### src/rtl/dual_pool_buffer_allocator_core_defines.svh
// ---------------------------------------------------------------------------
// Assertion macros for the dual pool buffer allocator
// Clocked assertions with the block's own clock and reset.
// ---------------------------------------------------------------------------
`ifndef DUAL_POOL_BUFFER_ALLOCATOR_CORE_DEFINES_SVH
`define DUAL_POOL_BUFFER_ALLOCATOR_CORE_DEFINES_SVH

// Same-cycle property, checked on every edge outside reset.
`define DPBA_ASSERT(lbl, prop, msg) \
	lbl: assert property (@(posedge clk) disable iff (!arst_n) prop) else $error(msg);

// Property whose consequent is checked in the cycle after the antecedent.
`define DPBA_ASSERT_NEXT(lbl, pre, post, msg) \
	lbl: assert property (@(posedge clk) disable iff (!arst_n) (pre) |=> (post)) else $error(msg);

`endif

### src/rtl/dpba_pkg.sv
// ---------------------------------------------------------------------------
// dpba_pkg
// Shared types and constants of the dual pool buffer allocator.
// ---------------------------------------------------------------------------
package dpba_pkg;

	localparam int TX_DEPTH_DFLT = 16;
	localparam int RX_DEPTH_DFLT = 16;

	localparam int OP_W     = 2;
	localparam int ID_W     = 5;
	localparam int CNT_W    = 5;
	localparam int STATUS_W = 2;
	localparam int ID_SPACE = 1 << ID_W;

	typedef enum logic [OP_W-1:0] {
		OP_ALLOC_TX = 2'd0,
		OP_ALLOC_RX = 2'd1,
		OP_RELEASE  = 2'd2
	} op_t;

	typedef enum logic [STATUS_W-1:0] {
		ST_OK         = 2'd0,
		ST_EMPTY      = 2'd1,
		ST_NOT_IN_USE = 2'd2
	} status_t;

	// requests into a free stack
	typedef struct packed {
		logic pop;
		logic push;
	} stk_ctrl_t;

	// free stack occupancy flags
	typedef struct packed {
		logic empty;
		logic full;
	} stk_stat_t;

endpackage

### src/rtl/dpba_free_stack.sv
// ---------------------------------------------------------------------------
// dpba_free_stack
// LIFO free list of local buffer indices with a registered top entry.
// ---------------------------------------------------------------------------
`include "dual_pool_buffer_allocator_core_defines.svh"

module dpba_free_stack
	import dpba_pkg::*;
#(
	parameter int DEPTH = TX_DEPTH_DFLT,
	localparam int AW = (DEPTH > 1) ? $clog2(DEPTH) : 1,
	localparam int LW = $clog2(DEPTH + 1)
) (
	input  logic          clk,
	input  logic          arst_n,
	input  stk_ctrl_t     ctrl,
	input  logic [AW-1:0] push_data,
	output stk_stat_t     stat,
	output logic [LW-1:0] level_next,
	output logic [AW-1:0] top
);

	logic [AW-1:0] mem [DEPTH];
	logic [LW-1:0] level_q;
	logic [LW-1:0] low_q;   // lowest level reached since reset
	logic [LW-1:0] low_next;
	logic [AW-1:0] top_q;
	logic [AW-1:0] rd_addr;

	always_comb begin
		level_next = level_q;
		if (ctrl.pop) begin
			level_next = level_q - LW'(1);
		end else if (ctrl.push) begin
			level_next = level_q + LW'(1);
		end
		low_next = (level_next < low_q) ? level_next : low_q;
		rd_addr  = AW'(level_next - LW'(1));
	end

	assign stat.empty = (level_q == '0);
	assign stat.full  = (level_q == LW'(DEPTH));
	assign top        = top_q;

	always_ff @(posedge clk or negedge arst_n) begin
		if (!arst_n) begin
			level_q <= LW'(DEPTH);
			low_q   <= LW'(DEPTH);
		end else if (ctrl.pop || ctrl.push) begin
			level_q <= level_next;
			low_q   <= low_next;
		end
	end

	always_ff @(posedge clk) begin
		if (ctrl.push) begin
			mem[level_q[AW-1:0]] <= push_data;
		end
	end

	// Entries below the low-water mark were never written and still hold
	// their own index; bypass the pushed value straight into the top.
	always_ff @(posedge clk or negedge arst_n) begin
		if (!arst_n) begin
			top_q <= AW'(DEPTH - 1);
		end else if (ctrl.push) begin
			top_q <= push_data;
		end else if (ctrl.pop) begin
			if (LW'(rd_addr) < low_next) begin
				top_q <= rd_addr;
			end else begin
				top_q <= mem[rd_addr];
			end
		end
	end

	`DPBA_ASSERT(a_level_range, level_q <= LW'(DEPTH), "free level beyond depth")
	`DPBA_ASSERT(a_low_below_level, low_q <= level_q, "low-water mark above level")
	`DPBA_ASSERT(a_pop_nonempty, !(ctrl.pop && (stat.empty || ctrl.push)), "bad pop")
	`DPBA_ASSERT_NEXT(a_push_top, ctrl.push && !stat.full, top_q == $past(push_data), "top lost push")

endmodule

### config.mk
export PLATFORM = sky130hd
export DESIGN_NAME = dpba_free_stack
export DESIGN_NICKNAME = d
export VERILOG_FILES = /design/src/rtl/dpba_pkg.sv /design/src/rtl/dpba_free_stack.sv
export VERILOG_INCLUDE_DIRS = /design/src /design/src/rtl
export SDC_FILE = /design/constraint.sdc
export NUM_CORES = 1
export LEC_CHECK = 0
export BUFFER_PORTS_ARGS = -buffer_cell sky130_fd_sc_hd__buf_2
export CAP_MARGIN = 0
export CORE_MARGIN = 1
export CORE_UTILIZATION = 51
export DETAILED_ROUTE_END_ITERATION = 8
export GPL_TIMING_DRIVEN = 0
export PLACE_DENSITY = 0.68
export SLEW_MARGIN = 20
export SYNTH_ARGS = -nofsm -noshare
export SYNTH_HDL_FRONTEND = slang
export SYNTH_SLANG_ARGS = --single-unit
export TNS_END_PERCENT = 100
### constraint.sdc
create_clock -name clk -period 8.1 [get_ports clk]
set_input_delay 0.405 -clock clk [delete_from_list [all_inputs] [get_ports clk]]
set_output_delay 0.405 -clock clk [all_outputs]
set_load 0.03 [all_outputs]
### Word level (Yosys, flattened, before mapping)

Memory sizes are Yosys's and may differ from the RTL's.
Index checks and enable logic that the tools add are counted.

* add/sub/neg operators: 3
* multipliers: 0
* div/mod/pow operators: 0
* magnitude comparators: 2
* equality and inequality tests: 1
* shift operators: 0
* multiplexer cells: 8
* bitwise operators: 0
* reduce and logical (&&, ||, !) cells: 3

Operators with widths (number)
* 5-bit two-way mux: 3
* 4-bit two-way mux: 3
* 5-bit by 1-bit adder with 5-bit output (second input constant): 1
* 5-bit equality test (second input constant): 1
* 5-bit zero test: 1
* 4-bit by 5-bit less-than comparator with 1-bit output: 1
* 5-bit less-than comparator: 1
* 5-bit by 1-bit subtractor with 5-bit output (second input constant): 1
* 4-bit by 1-bit subtractor with 4-bit output (second input constant): 1
* 1-bit two-way mux: 2
* 2-bit nonzero test: 1
* 1-bit logical OR: 1

* register bits: 14
* latch bits: 0
* RAM bits: 64
* memory bits (read-only): 0
* bits of input ports: 8
* output and inout bits: 11
* logic and storage cells: 21
* memories: 1

Memories
* mem: depth 16, bits a word 4, rd ports 1, clocked after memory_dff 0, write ports 1, RTL line dpba_free_stack.sv:23 `logic [AW-1:0] mem [DEPTH];`

### Depth between registers and ports, before layout

Gate-level depths: netlist of the first run.

* depth after elaboration: 9
* gate-level depth with buffers: 19
* gate-level depth less buffers: 18

### Worst setup path after synthesis of the first run

OpenSTA, ideal clock, no wires.

* path type: reg2reg
* from: register level_q[0]
* to: register top_q[0], in the netlist top[0]
* library setup time: 0.084 ns
* data arrival time: 4.049 ns
* required time: 8.016 ns
* slack: 3.967 ns
* stages on the path, launching flop included: 19
* path buffers: 1
* clock period less this slack: 4.133 ns
* path through: dfrtp_1 buf_6 inv_1 ha_1 nor4bb_1 a21oi_2 xnor2_1 ha_1 a21oi_1 o21ai_2 mux2i_1 ha_1 a21o_1 a21oi_1 o21ai_2 o21ai_1 a2bb2oi_4 mux2i_1 o21ai_1

* word-level cells in the longest chain between the ends: 9
* elaborated cells between the ends (all ways): 12
* those cells by class: add/sub (3); order compare (2); mux (6); memory (1)

RTL lines
* start, declared: RTL line dpba_free_stack.sv:24 `logic [LW-1:0] level_q;`
* start signal, assigned: RTL line dpba_free_stack.sv:47 `level_q <= LW'(DEPTH);`
* start signal, assigned: RTL line dpba_free_stack.sv:50 `level_q <= level_next;`
* 5-bit by 1-bit adder with 5-bit output: RTL line dpba_free_stack.sv:35 `level_next = level_q + LW'(1);`
* 5-bit two-way mux: RTL line dpba_free_stack.sv:34 `end else if (ctrl.push) begin`
* 5-bit two-way mux *: RTL line dpba_free_stack.sv:32 `if (ctrl.pop) begin`
* via level_next[4]: RTL line dpba_free_stack.sv:19 `output logic [LW-1:0] level_next,`
* 5-bit less-than comparator: RTL line dpba_free_stack.sv:37 `low_next = (level_next < low_q) ? level_next : low_q;`
* 5-bit two-way mux *: RTL line dpba_free_stack.sv:37
* 4-bit by 5-bit less-than comparator with 1-bit output *: RTL line dpba_free_stack.sv:69 `if (LW'(rd_addr) < low_next) begin`
* 4-bit two-way mux *: RTL line dpba_free_stack.sv:69
* 4-bit two-way mux *: RTL line dpba_free_stack.sv:68 `end else if (ctrl.pop) begin`
* 4-bit two-way mux *: RTL line dpba_free_stack.sv:66 `end else if (ctrl.push) begin`
* end signal, assigned: RTL line dpba_free_stack.sv:65 `top_q <= AW'(DEPTH - 1);`
* end signal, assigned: RTL line dpba_free_stack.sv:67 `top_q <= push_data;`
* end signal, assigned: RTL line dpba_free_stack.sv:70 `top_q <= rd_addr;`
* end, declared: RTL line dpba_free_stack.sv:27 `logic [AW-1:0] top_q;`

Mark *: on every way through the listed nets, which the timed path passes. The rest lies on a longest branch. The select of a mux whose other input is x is not followed.
A chain may end at the register's enable or synchronous reset.

### Final worst setup path of the first run

* from: register level_q[0]
* to: register top_q[1], in the netlist top[1]

* word-level cells in the longest chain between the ends: 9
* elaborated cells between the ends (all ways): 12
* those cells by class: add/sub (3); order compare (2); mux (6); memory (1)

RTL lines (RTL line)
* 5-bit by 1-bit adder with 5-bit output: dpba_free_stack.sv:35
* 5-bit two-way mux: dpba_free_stack.sv:34
* 5-bit two-way mux *: dpba_free_stack.sv:32
* 5-bit less-than comparator: dpba_free_stack.sv:37
* 5-bit two-way mux: dpba_free_stack.sv:37
* 4-bit by 5-bit less-than comparator with 1-bit output: dpba_free_stack.sv:69
* 4-bit two-way mux *: dpba_free_stack.sv:69
* 4-bit two-way mux *: dpba_free_stack.sv:68
* 4-bit two-way mux *: dpba_free_stack.sv:66

Every way passes the cells marked *; elsewhere a longest branch is shown, timed or not. The select of a mux whose other input is x is not followed.

==> reports/metrics.csv, run 1 <==
metric;value;unit
DR DRC count;0;
Mapped Avg Cell Area;16.5;sq um
Reg2Reg Depth;18;
pin count of the biggest net entering global routing;18;
final setup vio count;0;
Max Slew Vio Count;0;
worst rel slew slack;0.499;
Tot GR Track Use;0.216;
Critical Path AT;4.47;ns
Worst Max-Slew Pin Slew;0.746;ns
Antenna Violating Nets Remaining;0;
synthesized cell area;3790;sq um
drt first pass iters;5;
Final Util;0.582;
GP Congestion;0.751;
RSZ-0062 raised after global routing;false;
Core Rows;31;
fin crit share;0.517;
total die area;7780;sq um
Main synth FF type;edfxtp_1;
dominant cell type by area after synthesis;edfxtp_1;
vias in the first global route;2064;
hold depth;3;
type of origin of the critical path;flip-flop;
hold path endpoint;level_q[0];
Initial Utilization;0.525;
I/O Buffers;17;
commonest cells after routing, fill and taps aside;64 x edfxtp_1, 18 x buf_2, 18 x mux4_2, 13 x ha_1, 10 x nor2_1;
number of synthesized flops with an enable pin;64;
number of library cell types mapped by synthesis;52;
Final min period;4.19;ns
grt ovf;0;
routed wire length;7140;microns
routed len/inst;19.7;microns
worst skew pair latency;0.35;ns
vias per cell;5.67;
Max-Cap Viols;0;
final cell count without fillers;362;
FF+latch count, synth;78;
TritonCTS clock tree;yes;
HPWL Detailed;4950;microns
Layout area overhead;10.7;%
syn_nets;250;
CTS H-tree depth;3;
post-CTS setup buffers;0;
CTS resizes;0;
Worst-path clk slew;0.08;ns
synthesized netlist cell count;229;
RR Startpoint;level_q[0];
FF-to-FF End;top[1];
r2r setup slk;3.91;ns
Placed Cells;345;
Critical Path Sink Type;flip-flop;
synth top area cells;edfxtp_1 51%, mux4_2 11%, dfrtp_1 5.3%, ha_1 4.3%, dfstp_2 4.2%;
CP Data Required Time;8.38;ns
most common cell after layout, fill and taps aside;edfxtp_1;
Worst Hold Class;input port to flip-flop;
Max Fanout on Critical Path;10;
FMAX;239;MHz
first-pass GRT wire length;11600;microns
Async SR Flop Fraction;0.179;
Sum Neg Setup Slack;0;ns
Fin. Hold Viols;0;
Seq/Total Area, Yosys;0.602;
Layout Skew;0.0129;ns
Die Y;88.2;microns
Root Driver;clkbuf_8;
Die Wd;88.2;microns
WS Path Type;flip-flop to flip-flop;
clk sink count;78;
clock tree buffer depth;2;
area of the core;7210;sq um
HP Start;ctrl[0];
IO Pins;19;
DR vias;2051;
initial antenna violation count;0;
ANT cells;0;
CTS Buf Count;9;
Initial DRC Count;158;
top cell type's share of synthesized area;0.507;
ratio of cells with drive above 1 in the final layout;0.304;
status;finished clean;
synth warn;0;
nets;279;
-- state kept, by name, indices dropped and copies added (netlist names) --
| register | flops |
|---|---|
| mem | 64 |
| level_q | 5 |
| low_q | 5 |
| top | 4 |
-- Yosys cell counts (4+ instances only) --
master,n
a21oi_1,7
a22oi_1,4
and3_1,7
buf_6,4
dfrtp_1,8
dfstp_2,6
edfxtp_1,64
ha_1,13
inv_1,8
mux2i_1,6
mux4_2,18
nand2_1,5
nand2b_1,5
nand3_1,4
nor2_1,10
o21ai_0,4
xnor2_1,4
-- per-stage QoR --
stage | setup slack [ns] | hold WS (ns) | cell area (sq um)
after global placement | 4.00 | 0.333 | 4000
after CTS | 3.91 | 0.386 | 4200
after floorplan | 3.97 | 0.109 | 3790
after global routing | 3.44 | 0.415 | 4200
after detailed placement | 3.94 | 0.328 | 4000
final | 3.91 | 0.399 | 4200
-- layout make-up --
class                      count  area (sq um)
clock buffer                  10           128
fill                         600          3020
timing repair buffer          18          95.1
clock inverter                 6          60.1
tap                           99           124
multi-input combinational    132          1400
inverter                      10          37.5
sequential                    78          2280
buffer                         9          68.8
-- worst max-delay path, stage by stage, from the launching register on --
cell	delay, ns
dfrtp_1	0.45
buf_6	0.19
inv_1	0.12
ha_1	0.21
nor4bb_1	0.35
a21oi_2	0.09
xnor2_1	0.20
ha_1	0.32
nand3_1	0.10
o21ai_2	0.32
mux2i_1	0.24
ha_1	0.26
a21o_1	0.16
a21oi_1	0.16
o21ai_2	0.10
o21ai_1	0.25
a2bb2oi_4	0.26
mux2i_1	0.25
o21ai_1	0.08
-- metal layers --
metal | global-route usage | vias to the layer above | routed length [microns]
met5 | 0 | - | 0
met4 | 0.0674 | 0 | 71
met3 | 0.0528 | 6 | 404
met2 | 0.317 | 53 | 3500
met1 | 0.320 | 1037 | 3170
li1 | - | 955 | -
-- worst max-delay path by stage --
stage                     from     end
floorplan           level_q[0]  top[0]
global placement    level_q[0]  top[1]
detailed placement  level_q[0]  top[1]
CTS                 level_q[0]  top[1]
global route        level_q[0]  top[1]
finish              level_q[0]  top[1]
-- kinds of logic after synthesis --
group           synth area share
simple gates              0.0875
flops                      0.602
fa+ha+maj                 0.0429
xor+xnor                  0.0324
mux                        0.141
compound gates            0.0670
buf+inv                   0.0281
-- repair_timing --
action / CTS / global route
endpoints found under the setup margin: 0 / 0
hold buffers: 1 / 0
hold endpoints to repair: 8 / 0
Power of run 1 is not shown: default switching activity piles up to over one toggle a cycle in this logic, so the estimate is an artifact.
==> run 2, diff against run 1 <==
- clock period: 8.1 -> 4.4 ns (I/O delays scaled with it)
==> reports/metrics.csv, run 2 (synthesis results as in run 1) <==
metric;value;unit;change
crit path cell chain;buf_6, inv_1, ha_1, mux2_2, nor2_1, a21oi_1, ha_1, a31oi_1, o21ai_4, mux2i_1, ha_1, a21o_1, a21oi_1, o21ai_2, o21ai_2, a2bb2oi_4, mux2i_1, o21ai_1;;
CTS Buf Count;9;;unchanged
final setup vio count;0;;unchanged
most common cell after layout, fill and taps aside;edfxtp_1;;
crit-path leading delay family;compound AO/OA/AOI/OAI gates;;
type of origin of the critical path;flip-flop;;
fin crit share;0.931;;+0.414
Critical Path Sink Type;flip-flop;;
first-pass GRT wire length;11600;microns;unchanged
vias per cell;5.64;;-0.37%
slowest stage delay, CP;0.45;ns;about the same
CTS H-tree depth;3;;unchanged
clk sink count;78;;unchanged
Layout area overhead;11.6;%;
ANT cells;0;;unchanged
Max Slew Vio Count;0;;unchanged
Antenna Violating Nets Remaining;0;;unchanged
Hold WS;0.208;ns;-0.190 ns
Core Rows;31;;unchanged
GP Congestion;0.751;;unchanged
routed len/inst;19.9;microns;+0.84%
Worst Hold Class;input port to flip-flop;;
fillcell total;590;;-1.7%
Final Util;0.586;;+0.00451
Root Driver;clkbuf_8;;
initial antenna violation count;0;;unchanged
Worst-path clk slew;0.08;ns;about the same
Die Wd;88.2;microns;unchanged
Tot GR Track Use;0.216;;unchanged
status;finished clean;;
worst rel slew slack;0.505;;+0.00594
worst path buffer plus inverter count;2;;unchanged
pin count of the biggest net entering global routing;18;;unchanged
nets;280;;+0.36%
max reg flops;64;;unchanged
WS Path Type;flip-flop to flip-flop;;
grt ovf;0;;unchanged
Fin. Hold Viols;0;;unchanged
worst skew pair latency;0.35;ns;about the same
routed wire length;7220;microns;+1.1%
Max-Cap Viols;0;;unchanged
IO Pins;19;;unchanged
I/O Buffers;17;;unchanged
HPWL Detailed;4950;microns;unchanged
CP Data Required Time;4.68;ns;-3.70 ns
area of the core;7210;sq um;unchanged
commonest cells after routing, fill and taps aside;64 x edfxtp_1, 18 x buf_2, 18 x mux4_2, 13 x ha_1, 10 x nor2_1;;
Final min period;4.10;ns;-0.0943 ns
Initial Utilization;0.525;;unchanged
clock tree buffer depth;2;;unchanged
DR DRC count;0;;unchanged
DR vias;2049;;-0.098%
drt first pass iters;4;;-1
Worst path most repeated cell;ha_1;;
total die area;7780;sq um;unchanged
Max Fanout on Critical Path;10;;unchanged
vias in the first global route;2064;;unchanged
Layout Skew;0.0133;ns;+0.000470 ns
Crit-path slowest cell;dfrtp_1;;
ratio of cells with drive above 1 in the final layout;0.318;;+0.0140
TritonCTS clock tree;yes;;
FMAX;244;MHz;+2.3%
Die Y;88.2;microns;unchanged
Initial DRC Count;159;;+0.63%
Critical Path AT;4.38;ns;-0.09 ns
Worst Max-Slew Pin Slew;0.737;ns;-0.00884 ns
[run 2: changes by cell type in the layout (fill, tap and decap cells not counted)]
cell	delta
nor4bb_2	+1
buf_4	+1
o21ai_1	-1
xnor2_2	+1
o21ai_4	+1
nor4bb_1	-1
xnor2_1	-1
[run 2: cell type report]
type	instances	area (sq um)	area share
clock buffer	10	128	0.0302
multi-input combinational	132	1430	0.338
timing repair buffer	19	103	0.0243
clock inverter	6	60.1	0.0142
buffer	9	68.8	0.0163
sequential	78	2280	0.539
inverter	10	37.5	0.00888
tap	99	124	0.0293
[run 2: stage by stage]
| stage | instances | cell area (sq um) | setup slack [ns] | setup TNS, ns |
|---|---|---|---|---|
| after floorplan | 229 | 3790 | 0.267 | 0 |
| after global placement | 345 | 4000 | 0.300 | 0 |
| after detailed placement | 345 | 4000 | 0.235 | 0 |
| after CTS | 362 | 4200 | 0.213 | 0 |
| after global routing | 363 | 4230 | -0.0156 | -0.0156 |
| final | 363 | 4230 | 0.305 | 0 |
[run 2: metal layers]
layer  routed length, microns  vias to the layer above  GRT usage
li1                         -                      957          -
met1                     3360                     1046      0.320
met2                     3490                       41      0.317
met3                      312                        5     0.0528
met4                       57                        0     0.0674
met5                        0                        -          0
[run 2: what timing repair did]
item,in CTS,in global routing
setup endpoints to repair,0,4
setup buffers,0,1
gates resized for setup,0,4
hold endpoints to repair,8,0
hold buffers,1,0
[run 2: path summary, 6_finish.rpt]
| kind | start | end | slack (ns) | cells after the start |
|---|---|---|---|---|
| worst max-delay path | level_q[0] | top[1] | 0.30 | 18 |
| max in group asynchronous | arst_n | level_q[4] | 3.80 | 2 |
| worst min register to register | low_q[1] | low_q[1] | 0.53 | 2 |
| worst min-delay path | ctrl[0] | level_q[0] | 0.21 | 3 |
| min in group asynchronous | arst_n | low_q[3] | 0.29 | 2 |
| worst max register to register | level_q[0] | top[1] | 0.30 | 18 |
[run 2: worst reg2reg max path, cell delays in order (launching register included)]
cell and delay (ns):
dfrtp_1 0.45, buf_6 0.20, inv_1 0.11, ha_1 0.36, mux2_2 0.28, nor2_1 0.13
a21oi_1 0.10, ha_1 0.29, a31oi_1 0.12, o21ai_4 0.28, mux2i_1 0.23, ha_1 0.26
a21o_1 0.16, a21oi_1 0.16, o21ai_2 0.10, o21ai_2 0.19, a2bb2oi_4 0.26, mux2i_1 0.26
o21ai_1 0.08
Power of run 2 is left out for the same reason.
